$ cat src/design/psot_pkg.sv
`timescale 1ns / 1ps
// Shared widths, field offsets, register codes and stage-enable type for the overlap test.
package psot_pkg;

   // Field widths of the input beat and the registers.
   localparam int COORD_WIDTH = 24;
   localparam int BOX_WIDTH   = 23;
   localparam int DIAM_WIDTH  = 23;
   localparam int SCALE_WIDTH = 16;

   // Per-axis difference: (second +/- box) - first, with room for the sign.
   localparam int DIFF_WIDTH = ((COORD_WIDTH > BOX_WIDTH) ? COORD_WIDTH : BOX_WIDTH) + 2;
   localparam int ABS_WIDTH  = DIFF_WIDTH - 1;
   localparam int SQ_WIDTH   = 2 * ABS_WIDTH;
   localparam int R2_WIDTH   = SQ_WIDTH + 2;

   // Threshold: T = scale * (d1 + d2), compared as r2 * 2^26 < T^2.
   localparam int DSUM_WIDTH = DIAM_WIDTH + 1;
   localparam int THR_WIDTH  = SCALE_WIDTH + DSUM_WIDTH;
   localparam int THR_LO     = THR_WIDTH / 2;
   localparam int THR_HI     = THR_WIDTH - THR_LO;
   localparam int TSQ_WIDTH  = 2 * THR_WIDTH;
   localparam int CMP_SHIFT  = 26;
   localparam int CMP_WIDTH  = ((R2_WIDTH + CMP_SHIFT) > TSQ_WIDTH) ?
                               (R2_WIDTH + CMP_SHIFT) : TSQ_WIDTH;

   // Request beat layout, first field in the lowest bits.
   localparam int OFS_FIRST_X   = 0;
   localparam int OFS_FIRST_Y   = OFS_FIRST_X + COORD_WIDTH;
   localparam int OFS_FIRST_Z   = OFS_FIRST_Y + COORD_WIDTH;
   localparam int OFS_FIRST_D   = OFS_FIRST_Z + COORD_WIDTH;
   localparam int OFS_SECOND_X  = OFS_FIRST_D + DIAM_WIDTH;
   localparam int OFS_SECOND_Y  = OFS_SECOND_X + COORD_WIDTH;
   localparam int OFS_SECOND_Z  = OFS_SECOND_Y + COORD_WIDTH;
   localparam int OFS_SECOND_D  = OFS_SECOND_Z + COORD_WIDTH;
   localparam int REQ_BITS      = OFS_SECOND_D + DIAM_WIDTH;
   localparam int REQ_DATA_WIDTH = ((REQ_BITS + 7) / 8) * 8;
   localparam int RSP_DATA_WIDTH = 8;

   // Configuration port.
   localparam int CSR_INDEX_WIDTH = 2;
   localparam int CSR_DATA_WIDTH  = (BOX_WIDTH > SCALE_WIDTH) ? BOX_WIDTH : SCALE_WIDTH;
   localparam logic [SCALE_WIDTH-1:0] SCALE_RESET = SCALE_WIDTH'(4096);

   typedef enum logic [CSR_INDEX_WIDTH-1:0] {
      CSR_OVERLAP_SCALE = 2'd0,
      CSR_BOX_SIZE_X    = 2'd1,
      CSR_BOX_SIZE_Y    = 2'd2,
      CSR_BOX_SIZE_Z    = 2'd3
   } psot_csr_type;

   // Load enables of the five pipeline stages.
   typedef struct packed {
      logic s1;
      logic s2;
      logic s3;
      logic s4;
      logic s5;
   } psot_stage_en_type;

endpackage

$ cat src/design/psot_threshold_unit.sv
`timescale 1ns / 1ps
// Squared threshold (scale times diameter sum, squared) over four stages.
module psot_threshold_unit (
   input  logic                                  clock,
   input  psot_pkg::psot_stage_en_type           stage_en,
   input  logic [psot_pkg::DIAM_WIDTH-1:0]       first_diameter,
   input  logic [psot_pkg::DIAM_WIDTH-1:0]       second_diameter,
   input  logic [psot_pkg::SCALE_WIDTH-1:0]      overlap_scale,
   output logic [psot_pkg::TSQ_WIDTH-1:0]        thr_sq
);

   logic [psot_pkg::DSUM_WIDTH-1:0]  dsum_in, dsum_ff;
   logic [psot_pkg::THR_WIDTH-1:0]   thr_in, thr_ff;
   logic [psot_pkg::THR_HI-1:0]      thr_hi;
   logic [psot_pkg::THR_LO-1:0]      thr_lo;
   logic [2*psot_pkg::THR_HI-1:0]    pp_hh_in, pp_hh_ff;
   logic [psot_pkg::THR_WIDTH-1:0]   pp_hl_in, pp_hl_ff;
   logic [2*psot_pkg::THR_LO-1:0]    pp_ll_in, pp_ll_ff;
   logic [psot_pkg::TSQ_WIDTH-1:0]   tsq_in, tsq_ff;

   // Stage 1: sum of the diameters.
   assign dsum_in = psot_pkg::DSUM_WIDTH'(first_diameter)
                  + psot_pkg::DSUM_WIDTH'(second_diameter);

   always_ff @(posedge clock) begin
      if (stage_en.s1) begin
         dsum_ff <= dsum_in;
      end
   end

   // Stage 2: twice the threshold, 12 fraction bits.
   assign thr_in = overlap_scale * dsum_ff;

   always_ff @(posedge clock) begin
      if (stage_en.s2) begin
         thr_ff <= thr_in;
      end
   end

   // Stage 3: the square split into three half-width partial products.
   always_comb begin
      thr_hi   = thr_ff[psot_pkg::THR_WIDTH-1:psot_pkg::THR_LO];
      thr_lo   = thr_ff[psot_pkg::THR_LO-1:0];
      pp_hh_in = thr_hi * thr_hi;
      pp_hl_in = thr_hi * thr_lo;
      pp_ll_in = thr_lo * thr_lo;
   end

   always_ff @(posedge clock) begin
      if (stage_en.s3) begin
         pp_hh_ff <= pp_hh_in;
         pp_hl_ff <= pp_hl_in;
         pp_ll_ff <= pp_ll_in;
      end
   end

   // Stage 4: hh and ll do not overlap; the cross term counts twice.
   assign tsq_in = {pp_hh_ff, pp_ll_ff}
                 + (psot_pkg::TSQ_WIDTH'(pp_hl_ff) << (psot_pkg::THR_LO + 1));

   always_ff @(posedge clock) begin
      if (stage_en.s4) begin
         tsq_ff <= tsq_in;
      end
   end

   assign thr_sq = tsq_ff;

endmodule

$ cat config.mk
export PLATFORM = sky130hd
export DESIGN_NAME = psot_threshold_unit
export DESIGN_NICKNAME = d
export VERILOG_FILES = /design/src/design/psot_pkg.sv /design/src/design/psot_threshold_unit.sv
export SDC_FILE = /design/constraint.sdc
export NUM_CORES = 2
export LEC_CHECK = 0
export BUFFER_PORTS_ARGS = -buffer_cell sky130_fd_sc_hd__buf_4
export CORE_MARGIN = 8
export CORE_UTILIZATION = 40
export CTS_CLUSTER_DIAMETER = 60
export DETAILED_ROUTE_END_ITERATION = 8
export HOLD_SLACK_MARGIN = 0.1
export PLACE_DENSITY_LB_ADDON = 0.08
export REMOVE_ABC_BUFFERS = 1
export SYNTH_ARGS = -nofsm -noshare
export SYNTH_HDL_FRONTEND = slang
export SYNTH_SLANG_ARGS = --single-unit
$ cat constraint.sdc
create_clock -name clock -period 7.9 [get_ports clock]
set_input_delay 0 -clock clock [delete_from_list [all_inputs] [get_ports clock]]
set_output_delay 0 -clock clock [all_outputs]
set_load 0.01 [all_outputs]
# After elaboration in Yosys (flattened, before gate mapping)

Index checks and enable logic that the tools add are counted.

Add/subtract/negate cells: 2
$mul: 4

Operators by type and width:

| cell                         | count |
|---|---|
| multiplier 20 x 20 -> 40 bit | 3 |
| adder 80 x 61 -> 80 bit      | 1 |
| multiplier 16 x 24 -> 40 bit | 1 |
| adder 23 x 23 -> 24 bit      | 1 |

Bits in registers: 264
Bits of input ports: 68
Output and inout bits: 80
Word-level logic and storage cells: 12

# Longest topological paths before layout

Word-level depth: 1
Mapped depth: 30
Mapped depth without buffers: 27

# Least setup slack after synthesis

OpenSTA, ideal clock, no wires.

Path type: reg2reg
From: reg thr_ff[4] in the netlist's numbering
To: reg pp_ll_ff[36] in the netlist's numbering (data pin)
Setup time: 275 ps
Arrival time: 7,096 ps
Required time: 7,625 ps
Path slack: 529 ps
Cell stages (with the launch flop): 29
Buffers on the path: 3
Clock period less this slack: 7,371 ps
Path through: edfxtp_1 -> clkbuf_1 -> clkbuf_1 -> nand2_1 -> fa_1 -> inv_1 -> fa_1 -> inv_1 -> fa_1 -> inv_1 -> fa_1 -> fa_1 -> fa_1 -> inv_1 -> fa_1 -> inv_1 -> ha_1 -> buf_6 -> a21oi_2 -> o21ai_1 -> a221o_1 -> a21oi_1 -> and3b_1 -> a21o_2 -> o31ai_2 -> a221o_1 -> a221o_1 -> nand4_1 -> o311ai_2

Cells in the longest elaborated chain, start to end: 1

Ends and longest elaborated chain:

| item                         | RTL line                  | text |
|---|---|---|
| start: declaration           | psot_threshold_unit.sv:13 | `logic [psot_pkg::THR_WIDTH-1:0] thr_in, thr_ff;` |
| start signal: assignment     | psot_threshold_unit.sv:36 | `thr_ff <= thr_in;` |
| multiplier 20 x 20 -> 40 bit | psot_threshold_unit.sv:46 | `pp_ll_in = thr_lo * thr_lo;` |
| named net pp_ll_in (one bit) | psot_threshold_unit.sv:18 | `logic [2*psot_pkg::THR_LO-1:0] pp_ll_in, pp_ll_ff;` |
| end signal: assignment       | psot_threshold_unit.sv:53 | `pp_ll_ff <= pp_ll_in;` |
| end: declaration             | psot_threshold_unit.sv:18 |  |

The timed path passes the listed nets, and every way through them passes these cells.
A chain may end at the register's enable or synchronous reset.

# Worst setup path in the final report

From: reg thr_ff[15] in the netlist's numbering
To: reg pp_ll_ff[38] in the netlist's numbering (data pin)

The elaborated chain is that of the path after synthesis.

==> flow_metrics.tcl <==
set metrics [dict create \
    status "complete, no violations" \
    cp_slowest_stage_delay_ns 0.73 \
    grt_overflow 0 \
    io_pins 148 \
    rsz0062_at_grt "yes" \
    drv_slew 0 \
    ff2ff_path_depth 23 \
    dpl-instance-area_mm2 0.0637 \
    rows 141 \
    synth_area_mm2 0.0596 \
    cp.required_ns 8.26 \
    synth-edff-count 261 \
    cp.arrival_ns 8.02 \
    placeableCoreArea_mm2 0.148 \
    cts-buffers-inserted 45 \
    antenna_left 0 \
    ctsLongestPathBuffers 3 \
    crit_chain "nand2_1 > inv_1 > fa_1 > fa_1 > inv_1 > fa_1 > inv_1 > fa_1 > fa_1 > fa_1 > fa_1 > ha_1 > and3_4 > and4_1 > and4_4 > a22o_1 > a21oi_2 > a21o_2 > o31ai_2 > buf_4 > a31oi_1 > o21ai_0 > xor2_1" \
    fp.dieH_um 402 \
    gp_congestion 0.839 \
    antenna_found_initial 2 \
    crit_type "register to register" \
    grt_pass1_wl_mm 251 \
    grtUsageMet3_pct 2.09 \
    period_needed_ns 7.65 \
    synth_flop_cell "edfxtp_1" \
    firstDrtPassIters 5 \
    final_cell_mix "1413 x inv_1, 1184 x fa_1, 743 x nand2_1" \
    r2r_start "thr_ff[15]$_DFFE_PP_" \
    cp_common_cell "fa_1" \
    hold_class "input pin to register" \
    wl_mm 156 \
    drive_above_1_share_pct 7.14 \
    holdWs_ns 0.171 \
    synth-warning-count 0 \
    cp-end-kind "register" \
    vias 41105 \
    grtUsageMet2_pct 33.1 \
    grt_pass1_vias 44608 \
    grtUsageTotal_pct 19.5 \
    via_per_inst 4.89 \
    hold_start "first_diameter[13]" \
    whs_path_depth 6 \
    syn_inst 6206 \
    start_util_pct 40.3 \
    avgSynthCellArea_um2 9.61 \
    port_buffers 145 \
    cts_tree "done" \
    worst_pin_slew_ns 1.05 \
    path_clk_slew_ns 0.06 \
    path_max_fanout 10 \
    yosys_register_bits 261 \
    clock-sinks 261 \
    grt.busiest_layer "met2" \
    area_growth_pct 11.0 \
    slew_headroom_pct 29.7 \
    fin_worst_skew_ns 0.0407 \
    dpl.hpwl_mm 129 \
    route.detailed.drc 0 \
    timing.final.crit_share_pct 96.9 \
    htreeDepth 2 \
    r2r_end "pp_ll_ff[38]$_DFFE_PP_" \
    root_buffer "clkbuf_16" \
    hold_end "dsum_ff[14]$_DFFE_PP_" \
    slowest_stage "edfxtp_1" \
    nNetsFinal 8318 \
    maxCapViolCount 0 \
    hold_viol_final 0 \
    ys_types 83 \
    timing.fmax_mhz 131 \
    grt_max_degree 62 \
    avgRoutedWirePerCell_um 18.5 \
    fin_util_pct 44.8 \
    async_flop_share_pct 0 \
    die_area_mm2 0.162 \
    final_common_cell "inv_1" \
    clk_latency_ns 0.63 \
    gr-usage-met1_pct 27.4 \
    ys_seq_area_share_pct 13.1 \
    final_area_mm2 0.0662 \
    setup_viol 0 \
    initialDrtViolationCount 1902 \
    ff2ff_setup_slack_ns 0.25 \
    die_x_um 402 \
    worstSetupStartpointType "register" \
]
layer usage:
metal  vias up  wire, um
met1     20961     73800
li1      19401         -
met3       120      5710
met5         -         0
met4         0      2450
met2       623     73800
cell families (layout without fill, tap and decap cells):
| kind of cell | Yosys count | in the layout | share of synthesized area (%) |
|---|---|---|---|
| fa+ha+maj | 1818 | 1818 | 53.0 |
| simple gates | 1588 | 1588 | 12.9 |
| flops | 261 | 261 | 13.1 |
| mux | 2 | 2 | 0.0378 |
| buf+inv | 1662 | 1925 | 10.5 |
| xor+xnor | 260 | 260 | 3.82 |
| other cells | 1 | 3 | 0.00629 |
| compound gates | 614 | 614 | 6.57 |
state kept, by name (all words and copies together) (netlist names):
register	flops
thr_sq	79
pp_hl_ff	40
thr_ff	40
pp_hh_ff	39
pp_ll_ff	39
dsum_ff	24
cells in the mapped netlist, drive strengths merged (20+ instances only):
| library cell | count | area, um^2 |
|---|---|---|
| nand2 | 743 | 2790 |
| fa | 1184 | 23700 |
| clkbuf | 238 | 895 |
| and3 | 20 | 130 |
| nand2b | 28 | 175 |
| xor2 | 90 | 788 |
| inv | 1413 | 5300 |
| ha | 633 | 7920 |
| a21oi | 213 | 1080 |
| nor2b | 35 | 219 |
| a21o | 109 | 820 |
| edfxtp | 261 | 7840 |
| o21bai | 28 | 210 |
| xnor2 | 170 | 1490 |
| o21ai | 114 | 571 |
| nand4 | 29 | 181 |
| and2 | 511 | 3200 |
| nor2 | 139 | 522 |
| a31oi | 25 | 156 |
| o21a | 21 | 158 |
| nand3 | 38 | 190 |
cell type report:
| cell class | count | area, um^2 |
|---|---|---|
| inverter | 1416 | 5320 |
| fill | 14461 | 81600 |
| timing repair buffer | 426 | 3570 |
| sequential | 261 | 7840 |
| multi-input combinational | 4283 | 45600 |
| tap | 1930 | 2410 |
| clock buffer | 51 | 1170 |
| antenna | 2 | 5.00 |
| clock inverter | 32 | 342 |
critical path, delay by kind of cell, from the launching register on:
family	cells	cell delay [ns]
adders and majority gates	8	3.82
AOI/OAI and AO/OA	6	1.10
and+or+nand+nor	4	0.90
DFF	1	0.73
xor gates and xnor gates	1	0.42
buffers and inverters	4	0.40
metrics by stage:
| step | setup slack, ns | TNS (ns) | cells |
|---|---|---|---|
| after CTS | 0.135 | 0 | 8377 |
| after floorplan | 0.524 | 0 | 5960 |
| final | 0.245 | 0 | 8401 |
| after global routing | -0.0818 | -0.0818 | 8399 |
| after detailed placement | 0.182 | 0 | 8217 |
| after global placement | 0.241 | 0 | 8217 |
what timing repair did:
item	4_1_cts	5_1_grt
hold endpoints to repair	173	0
resized for setup	0	4
hold buffers	77	0
buffers inserted	0	22
setup endpoints to repair	0	21
worst max-delay path by stage:
| stage | start | to | slack, ns | cells past startpoint |
|---|---|---|---|---|
| floorplan | thr_ff[8]$_DFFE_PP_ | pp_ll_ff[36]$_DFFE_PP_ | 0.52 | 26 |
| global placement | thr_ff[11]$_DFFE_PP_ | pp_ll_ff[38]$_DFFE_PP_ | 0.24 | 24 |
| detailed placement | thr_ff[2]$_DFFE_PP_ | pp_ll_ff[38]$_DFFE_PP_ | 0.18 | 26 |
| CTS | thr_ff[2]$_DFFE_PP_ | pp_ll_ff[38]$_DFFE_PP_ | 0.13 | 26 |
| global route | thr_ff[15]$_DFFE_PP_ | pp_ll_ff[38]$_DFFE_PP_ | -0.08 | 23 |
| finish | thr_ff[15]$_DFFE_PP_ | pp_ll_ff[38]$_DFFE_PP_ | 0.25 | 23 |
Power is not shown: default switching activity piles up to over one toggle a cycle in this logic, so the estimate is an artifact.
