**config.mk**
```make
export PLATFORM = sky130hd
export DESIGN_NAME = psot_axis_unit
export DESIGN_NICKNAME = d
export VERILOG_FILES = /design/src/design/psot_pkg.sv /design/src/design/psot_axis_unit.sv
export SDC_FILE = /design/constraint.sdc
export NUM_CORES = 2
export LEC_CHECK = 0
export BUFFER_PORTS_ARGS = -buffer_cell sky130_fd_sc_hd__buf_2
export CORE_AREA = 2 2 303 305
export CTS_BUF_LIST = sky130_fd_sc_hd__clkbuf_16
export CTS_CLUSTER_SIZE = 24
export DETAILED_ROUTE_END_ITERATION = 10
export DIE_AREA = 0 0 305 307
export GPL_TIMING_DRIVEN = 0
export PLACE_DENSITY = 0.62
export SLEW_MARGIN = 20
export SYNTH_ARGS = -nofsm -noshare
export SYNTH_HDL_FRONTEND = slang
export SYNTH_SLANG_ARGS = --single-unit
export TNS_END_PERCENT = 10
```
**constraint.sdc**
```tcl
create_clock -name clock -period 7.4 [get_ports clock]
set_clock_uncertainty 0.15 [all_clocks]
set_input_delay 1.48 -clock clock [delete_from_list [all_inputs] [get_ports clock]]
set_output_delay 1.48 -clock clock [all_outputs]
set_load 0.02 [all_outputs]
```
**src/design/psot_pkg.sv**
```systemverilog
`timescale 1ns / 1ps
// Shared widths, field offsets, register codes and stage-enable type for the overlap test.
package psot_pkg;

   // Field widths of the input beat and the registers.
   localparam int COORD_WIDTH = 24;
   localparam int BOX_WIDTH   = 23;
   localparam int DIAM_WIDTH  = 23;
   localparam int SCALE_WIDTH = 16;

   // Per-axis difference: (second +/- box) - first, with room for the sign.
   localparam int DIFF_WIDTH = ((COORD_WIDTH > BOX_WIDTH) ? COORD_WIDTH : BOX_WIDTH) + 2;
   localparam int ABS_WIDTH  = DIFF_WIDTH - 1;
   localparam int SQ_WIDTH   = 2 * ABS_WIDTH;
   localparam int R2_WIDTH   = SQ_WIDTH + 2;

   // Threshold: T = scale * (d1 + d2), compared as r2 * 2^26 < T^2.
   localparam int DSUM_WIDTH = DIAM_WIDTH + 1;
   localparam int THR_WIDTH  = SCALE_WIDTH + DSUM_WIDTH;
   localparam int THR_LO     = THR_WIDTH / 2;
   localparam int THR_HI     = THR_WIDTH - THR_LO;
   localparam int TSQ_WIDTH  = 2 * THR_WIDTH;
   localparam int CMP_SHIFT  = 26;
   localparam int CMP_WIDTH  = ((R2_WIDTH + CMP_SHIFT) > TSQ_WIDTH) ?
                               (R2_WIDTH + CMP_SHIFT) : TSQ_WIDTH;

   // Request beat layout, first field in the lowest bits.
   localparam int OFS_FIRST_X   = 0;
   localparam int OFS_FIRST_Y   = OFS_FIRST_X + COORD_WIDTH;
   localparam int OFS_FIRST_Z   = OFS_FIRST_Y + COORD_WIDTH;
   localparam int OFS_FIRST_D   = OFS_FIRST_Z + COORD_WIDTH;
   localparam int OFS_SECOND_X  = OFS_FIRST_D + DIAM_WIDTH;
   localparam int OFS_SECOND_Y  = OFS_SECOND_X + COORD_WIDTH;
   localparam int OFS_SECOND_Z  = OFS_SECOND_Y + COORD_WIDTH;
   localparam int OFS_SECOND_D  = OFS_SECOND_Z + COORD_WIDTH;
   localparam int REQ_BITS      = OFS_SECOND_D + DIAM_WIDTH;
   localparam int REQ_DATA_WIDTH = ((REQ_BITS + 7) / 8) * 8;
   localparam int RSP_DATA_WIDTH = 8;

   // Configuration port.
   localparam int CSR_INDEX_WIDTH = 2;
   localparam int CSR_DATA_WIDTH  = (BOX_WIDTH > SCALE_WIDTH) ? BOX_WIDTH : SCALE_WIDTH;
   localparam logic [SCALE_WIDTH-1:0] SCALE_RESET = SCALE_WIDTH'(4096);

   typedef enum logic [CSR_INDEX_WIDTH-1:0] {
      CSR_OVERLAP_SCALE = 2'd0,
      CSR_BOX_SIZE_X    = 2'd1,
      CSR_BOX_SIZE_Y    = 2'd2,
      CSR_BOX_SIZE_Z    = 2'd3
   } psot_csr_type;

   // Load enables of the five pipeline stages.
   typedef struct packed {
      logic s1;
      logic s2;
      logic s3;
      logic s4;
      logic s5;
   } psot_stage_en_type;

endpackage

```
**src/design/psot_axis_unit.sv**
```systemverilog
`timescale 1ns / 1ps
// One axis: nearest periodic image distance, squared, over three stages.
module psot_axis_unit (
   input  logic                                       clock,
   input  psot_pkg::psot_stage_en_type                stage_en,
   input  logic signed [psot_pkg::COORD_WIDTH-1:0]    first_pos,
   input  logic signed [psot_pkg::COORD_WIDTH-1:0]    second_pos,
   input  logic        [psot_pkg::BOX_WIDTH-1:0]      box_size,
   output logic        [psot_pkg::SQ_WIDTH-1:0]       dist_sq
);

   logic signed [psot_pkg::DIFF_WIDTH-1:0] diff_mid;
   logic signed [psot_pkg::DIFF_WIDTH-1:0] diff_lo;
   logic signed [psot_pkg::DIFF_WIDTH-1:0] diff_hi;
   logic signed [psot_pkg::DIFF_WIDTH-1:0] box_ext;
   logic [psot_pkg::ABS_WIDTH-1:0] abs_mid_in, abs_lo_in, abs_hi_in;
   logic [psot_pkg::ABS_WIDTH-1:0] abs_mid_ff, abs_lo_ff, abs_hi_ff;
   logic [psot_pkg::ABS_WIDTH-1:0] min_in, min_ff;
   logic [psot_pkg::ABS_WIDTH-1:0] min_pair;
   logic [psot_pkg::SQ_WIDTH-1:0]  sq_in, sq_ff;

   // Stage 1: differences of the three images along this axis, as magnitudes.
   always_comb begin
      box_ext  = psot_pkg::DIFF_WIDTH'(signed'({1'b0, box_size}));
      diff_mid = psot_pkg::DIFF_WIDTH'(second_pos) - psot_pkg::DIFF_WIDTH'(first_pos);
      diff_lo  = diff_mid - box_ext;
      diff_hi  = diff_mid + box_ext;
      abs_mid_in = diff_mid[psot_pkg::DIFF_WIDTH-1] ?
                   psot_pkg::ABS_WIDTH'(-diff_mid) : psot_pkg::ABS_WIDTH'(diff_mid);
      abs_lo_in  = diff_lo[psot_pkg::DIFF_WIDTH-1] ?
                   psot_pkg::ABS_WIDTH'(-diff_lo) : psot_pkg::ABS_WIDTH'(diff_lo);
      abs_hi_in  = diff_hi[psot_pkg::DIFF_WIDTH-1] ?
                   psot_pkg::ABS_WIDTH'(-diff_hi) : psot_pkg::ABS_WIDTH'(diff_hi);
   end

   always_ff @(posedge clock) begin
      if (stage_en.s1) begin
         abs_mid_ff <= abs_mid_in;
         abs_lo_ff  <= abs_lo_in;
         abs_hi_ff  <= abs_hi_in;
      end
   end

   // Stage 2: the nearest image; squaring is monotonic, so the smallest magnitude wins.
   always_comb begin
      min_pair = (abs_lo_ff < abs_mid_ff) ? abs_lo_ff : abs_mid_ff;
      min_in   = (abs_hi_ff < min_pair) ? abs_hi_ff : min_pair;
   end

   always_ff @(posedge clock) begin
      if (stage_en.s2) begin
         min_ff <= min_in;
      end
   end

   // Stage 3: square of the nearest distance.
   assign sq_in = min_ff * min_ff;

   always_ff @(posedge clock) begin
      if (stage_en.s3) begin
         sq_ff <= sq_in;
      end
   end

   assign dist_sq = sq_ff;

endmodule

```
# After elaboration in Yosys (flattened, before gate mapping)
# Index checks and enable logic that the tools add are counted.
[totals]
ff_bits = 150
input_bits = 77
wordCells = 19
[op_classes]
addsub = 6
mul = 1
n_lt_le_gt_ge = 2
n_mux = 5
[ops]
columns = ["op", "n"]
rows = [
  ["$mux W25", 5],
  ["$neg A25 Y25", 3],
  ["$lt A25 B25 Y1", 2],
  ["$mul A25 B25 Y50", 1],
  ["$add A25 B24 Y26", 1],
  ["$sub A25 B24 Y26", 1],
  ["$sub A24 B24 Y25", 1],
]

# Longest topological paths before layout
[logic_depth]
depth_word = 4
depth_mapped = 28
ltp_nobuf = 27

# Least setup slack after synthesis
# No wires, ideal clock.
[synth_path]
path_kind = "register to register"
startpoint = "register min_ff[3] (netlist bit)"
endpoint = "register sq_ff (netlist bit dist_sq[49]) (data pin)"
setup_time_ns = 0.265
arrival_ns = 6.978
slack_ns = 0.007
stages_incl_launch_ff = 29
n_path_buf = 2
period_less_slack_ns = 7.393
path_cell_list = "edfxtp_1 > clkbuf_1 > clkbuf_1 > nand2_1 > fa_1 > inv_1 > fa_1 > inv_1 > fa_1 > inv_1 > fa_1 > inv_1 > fa_1 > inv_1 > fa_1 > inv_1 > fa_1 > inv_1 > ha_1 > nand4_1 > a211o_1 > a21oi_1 > o21ai_0 > a211o_1 > nand3_1 > a41oi_1 > o221ai_1 > a221oi_1 > xnor2_1"
[synth_via]
elab_chain_cells = 1
[synth_lines]
columns = ["item", "line_no", "text"]
rows = [
  ["start, declared", "psot_axis_unit.sv:18", "logic [psot_pkg::ABS_WIDTH-1:0] min_in, min_ff;"],
  ["start signal, assigned", "psot_axis_unit.sv:52", "min_ff <= min_in;"],
  ["$mul A25 B25 Y50", "psot_axis_unit.sv:57", "assign sq_in = min_ff * min_ff;"],
  ["via sq_in, one bit", "psot_axis_unit.sv:20", "logic [psot_pkg::SQ_WIDTH-1:0] sq_in, sq_ff;"],
  ["end signal, assigned", "psot_axis_unit.sv:61", "sq_ff <= sq_in;"],
  ["end, declared", "psot_axis_unit.sv:20", ""],
]
# The timed path passes the listed nets, and every way through them passes these cells.
# A chain may end at the register's enable or synchronous reset.

# Worst setup path in the final report
[layout_path]
startpoint = "register min_ff[2] (netlist bit)"
endpoint = "register sq_ff (netlist bit dist_sq[46]) (data pin)"
# The elaborated chain is that of the path after synthesis.

==> impl_metrics.json <==
{
  "run_status": "finished with violations",
  "violations": "negative setup slack",
  "top_layer": "met5",
  "yosys.area_share.simple": 0.118,
  "nNetsFinal": 4302,
  "setup_ws_ps": -10.1,
  "finalSetupViolations": 1,
  "r2r_cells": 26,
  "drv_cap": 0,
  "pin_count": 127,
  "end_kind": "flip-flop",
  "ant_nets": 0,
  "grt_pass1_wl_um": 129000,
  "die_w_um": 305,
  "yosysSeqAreaShare": 0.151,
  "maxSlewHeadroom": 0.322,
  "cts-root-buf": "clkbuf_16",
  "maxSlewViolCount": 0,
  "grt_start_max_net_pins": 52,
  "synth_xor_area_frac": 0.0511,
  "synth_area_mm2": 0.0297,
  "final_cells": 4647,
  "worst-endpoint-arrival_ps": 7510,
  "synth-compound-area-share": 0.102,
  "cts_made_buffers": 17,
  "crit_path_end": "dist_sq[46]",
  "avgSynthCellArea_um2": 9.30,
  "wl_um": 82100,
  "yosysTopAreaCellShare": 0.316,
  "fin_util": 0.381,
  "yosys_warnings": 0,
  "min_period_over_period": 1.00,
  "clock_sinks": 149,
  "synth_nets": 4050,
  "multi_input_area_mm2": 0.0226,
  "cts_tree": "yes",
  "fin_area_mm2": 0.0345,
  "num_rows": 111,
  "yosys.area.top_type": "fa_1",
  "synthDistinctLibCells": 87,
  "clkSlewWorstSetupHoldPaths_ps": 90,
  "drive_gt1_frac": 0.140,
  "area_delta_synth_final_pct": 16.2,
  "port_buffers": 123,
  "critPathLaunch": "min_ff[2]",
  "hold_path_class": "reg2reg",
  "rr_endpoint": "dist_sq[46]",
  "vias_per_cell": 4.88,
  "crit_type": "reg2reg",
  "dr.pass1.iters": 6,
  "r2r-start": "min_ff[2]",
  "synthTopCellsByArea": "fa_1 (32%), edfxtp_1 (15%), ha_1 (13%), inv_1 (10%), xnor2_1 (3.7%)",
  "ys.flop_type": "edfxtp_1",
  "route.detailed.drc": 0,
  "hold_depth": 2,
  "grt_overflow_total": 0,
  "max_freq_ghz": 0.135,
  "synthCells": 3194,
  "core_mm2": 0.0907,
  "cts_buffer_depth": 2,
  "dp.cells": 4507,
  "fill_cells": 9042,
  "place_area_mm2": 0.0319,
  "synth_top_family_by_area": "adder cells",
  "worst_pin_slew_ps": 1010,
  "start_util": 0.327,
  "period_needed_ps": 7410,
  "synth_seq_cells": 149,
  "first_global_vias": 23900,
  "wl_per_cell_um": 17.7,
  "crit_fanout": 6,
  "yosys-mux-area-fraction": 0.0179,
  "synth_edf_count": 149,
  "htree_levels": 4,
  "worstSkewPairLatency_ps": 500,
  "track_usage": 0.178,
  "synthAdderAreaFrac": 0.447,
  "wl_met2_um": 40100,
  "seq_area_mm2": 0.00447,
  "wl_met1_um": 33400,
  "die-height_um": 307,
  "wl_met3_um": 5330,
  "start_kind": "flip-flop",
  "hpwl_um": 67000,
  "gp_congestion": 0.945,
  "cts-hold-fix-buffers": 0,
  "antenna_found_initial": 3,
  "worstPathRequired_ps": 7500,
  "dr.first_iter.drc_count": 1520,
  "dieArea_mm2": 0.0936,
  "regToRegSetupSlack_ps": -10,
  "async_reset_ff_frac": 0,
  "finalHoldViolCount": 0,
  "place_ws_ps": -2350,
  "grt_setup_unrepaired": "yes",
  "vias": 22700
}
layout by cell type (no fill, tap or decap), drive strengths merged, types with 9 or more instances in the layout:
cell      n
o31ai    14
xnor2   127
edfxtp  149
a21o     64
a21oi   130
nor3     36
fa      469
o211ai   18
o21ai    66
and2    128
a211oi   14
nand3b    9
nand2   238
mux2i    51
a31oi    17
buf     266
ha      310
or3      14
clkbuf   65
inv     814
xor2     44
nand4    22
nor2b    22
o21bai   13
nand2b   15
o21a     16
nor2    114
or2      11
nand3    32
nor4     13
and3     18
a211o    12
routing by layer:
layer,vias to the layer above,GRT usage
li1,10700,-
met1,11100,0.218
met2,758,0.308
met3,141,0.0317
met4,4,0.0737
met5,-,0
flip-flops by register name (all words and copies together), names as in the netlist:
| signal | flops |
|---|---|
| dist_sq | 49 |
| abs_hi_ff | 25 |
| abs_lo_ff | 25 |
| abs_mid_ff | 25 |
| min_ff | 25 |
cell type report:
type | instances | area share
Sequential cell | 149 | 0.130
Antenna cell | 2 | 0.000145
Inverter | 812 | 0.0890
Buffer | 75 | 0.0197
Multi-Input combinational cell | 2152 | 0.654
Timing Repair Buffer | 239 | 0.0471
Tap cell | 1186 | 0.0430
Clock buffer | 17 | 0.0123
Clock inverter | 15 | 0.00562
kinds of logic after synthesis:
group	after synthesis
and+or+nand+nor	699
DFF	149
AOI/OAI and AO/OA	449
xor gates and xnor gates	171
muxes	53
buffers and inverters	893
other	1
adders and majority gates	779
metrics by stage:
| step | hold slack [ps] | setup TNS (ps) |
|---|---|---|
| CTS | 450 | -287 |
| global placement | 451 | -67150 |
| detailed placement | 446 | -57780 |
| global route | 487 | -1620 |
| finish | 447 | -10.1 |
| floorplan | 410 | 0 |
critical path: stages (launching register included):
cell	delay (ps)
edfxtp_1	490
clkbuf_8	200
clkbuf_16	150
buf_4	150
nand2_1	80
fa_1	610
fa_2	500
fa_2	500
fa_1	520
inv_1	60
fa_1	490
fa_1	530
inv_1	50
fa_1	480
inv_1	50
ha_2	390
o21ai_2	100
a21oi_4	220
nor2_4	80
a2111oi_2	290
buf_4	260
o21ai_4	100
a21oi_4	180
a21oi_2	80
o221ai_1	210
a21oi_1	110
xnor2_1	140
synth_stat cells, drive strengths merged (5+ instances only):
library cell    n
a2111oi         8
a211o          12
a211oi         14
a21o           64
a21oi         130
a221oi          7
a31oi          17
a41oi           7
and2          128
and3           18
and4            5
buf             8
clkbuf         73
edfxtp        149
fa            469
ha            310
inv           811
mux2i          51
nand2         238
nand2b         15
nand3          32
nand3b          9
nand4          22
nor2          114
nor2b          22
nor3           36
nor3b           8
nor4           13
o2111ai         7
o211ai         18
o21a           16
o21ai          66
o21bai         13
o311ai          5
o31ai          14
o41ai           6
or2            11
or3            14
or4             7
xnor2         127
xor2           44
timing repair:
action	in CTS	in global routing
endpoints found under the setup margin	33	58
resized for setup	227	107
setup buffers	94	18
pin swaps	54	66
worst min path at each step:
| stage | start | to | slack [ps] |
|---|---|---|---|
| finish | abs_hi_ff[0] | min_ff[0] | 450 |
| floorplan | min_ff[0] | dist_sq[0] | 410 |
| CTS | abs_hi_ff[0] | min_ff[0] | 450 |
| global placement | abs_hi_ff[4] | min_ff[4] | 450 |
| detailed placement | abs_hi_ff[0] | min_ff[0] | 450 |
| global route | abs_hi_ff[0] | min_ff[0] | 490 |
Power is not shown: default switching activity piles up to over one toggle a cycle in this logic, so the estimate is an artifact.
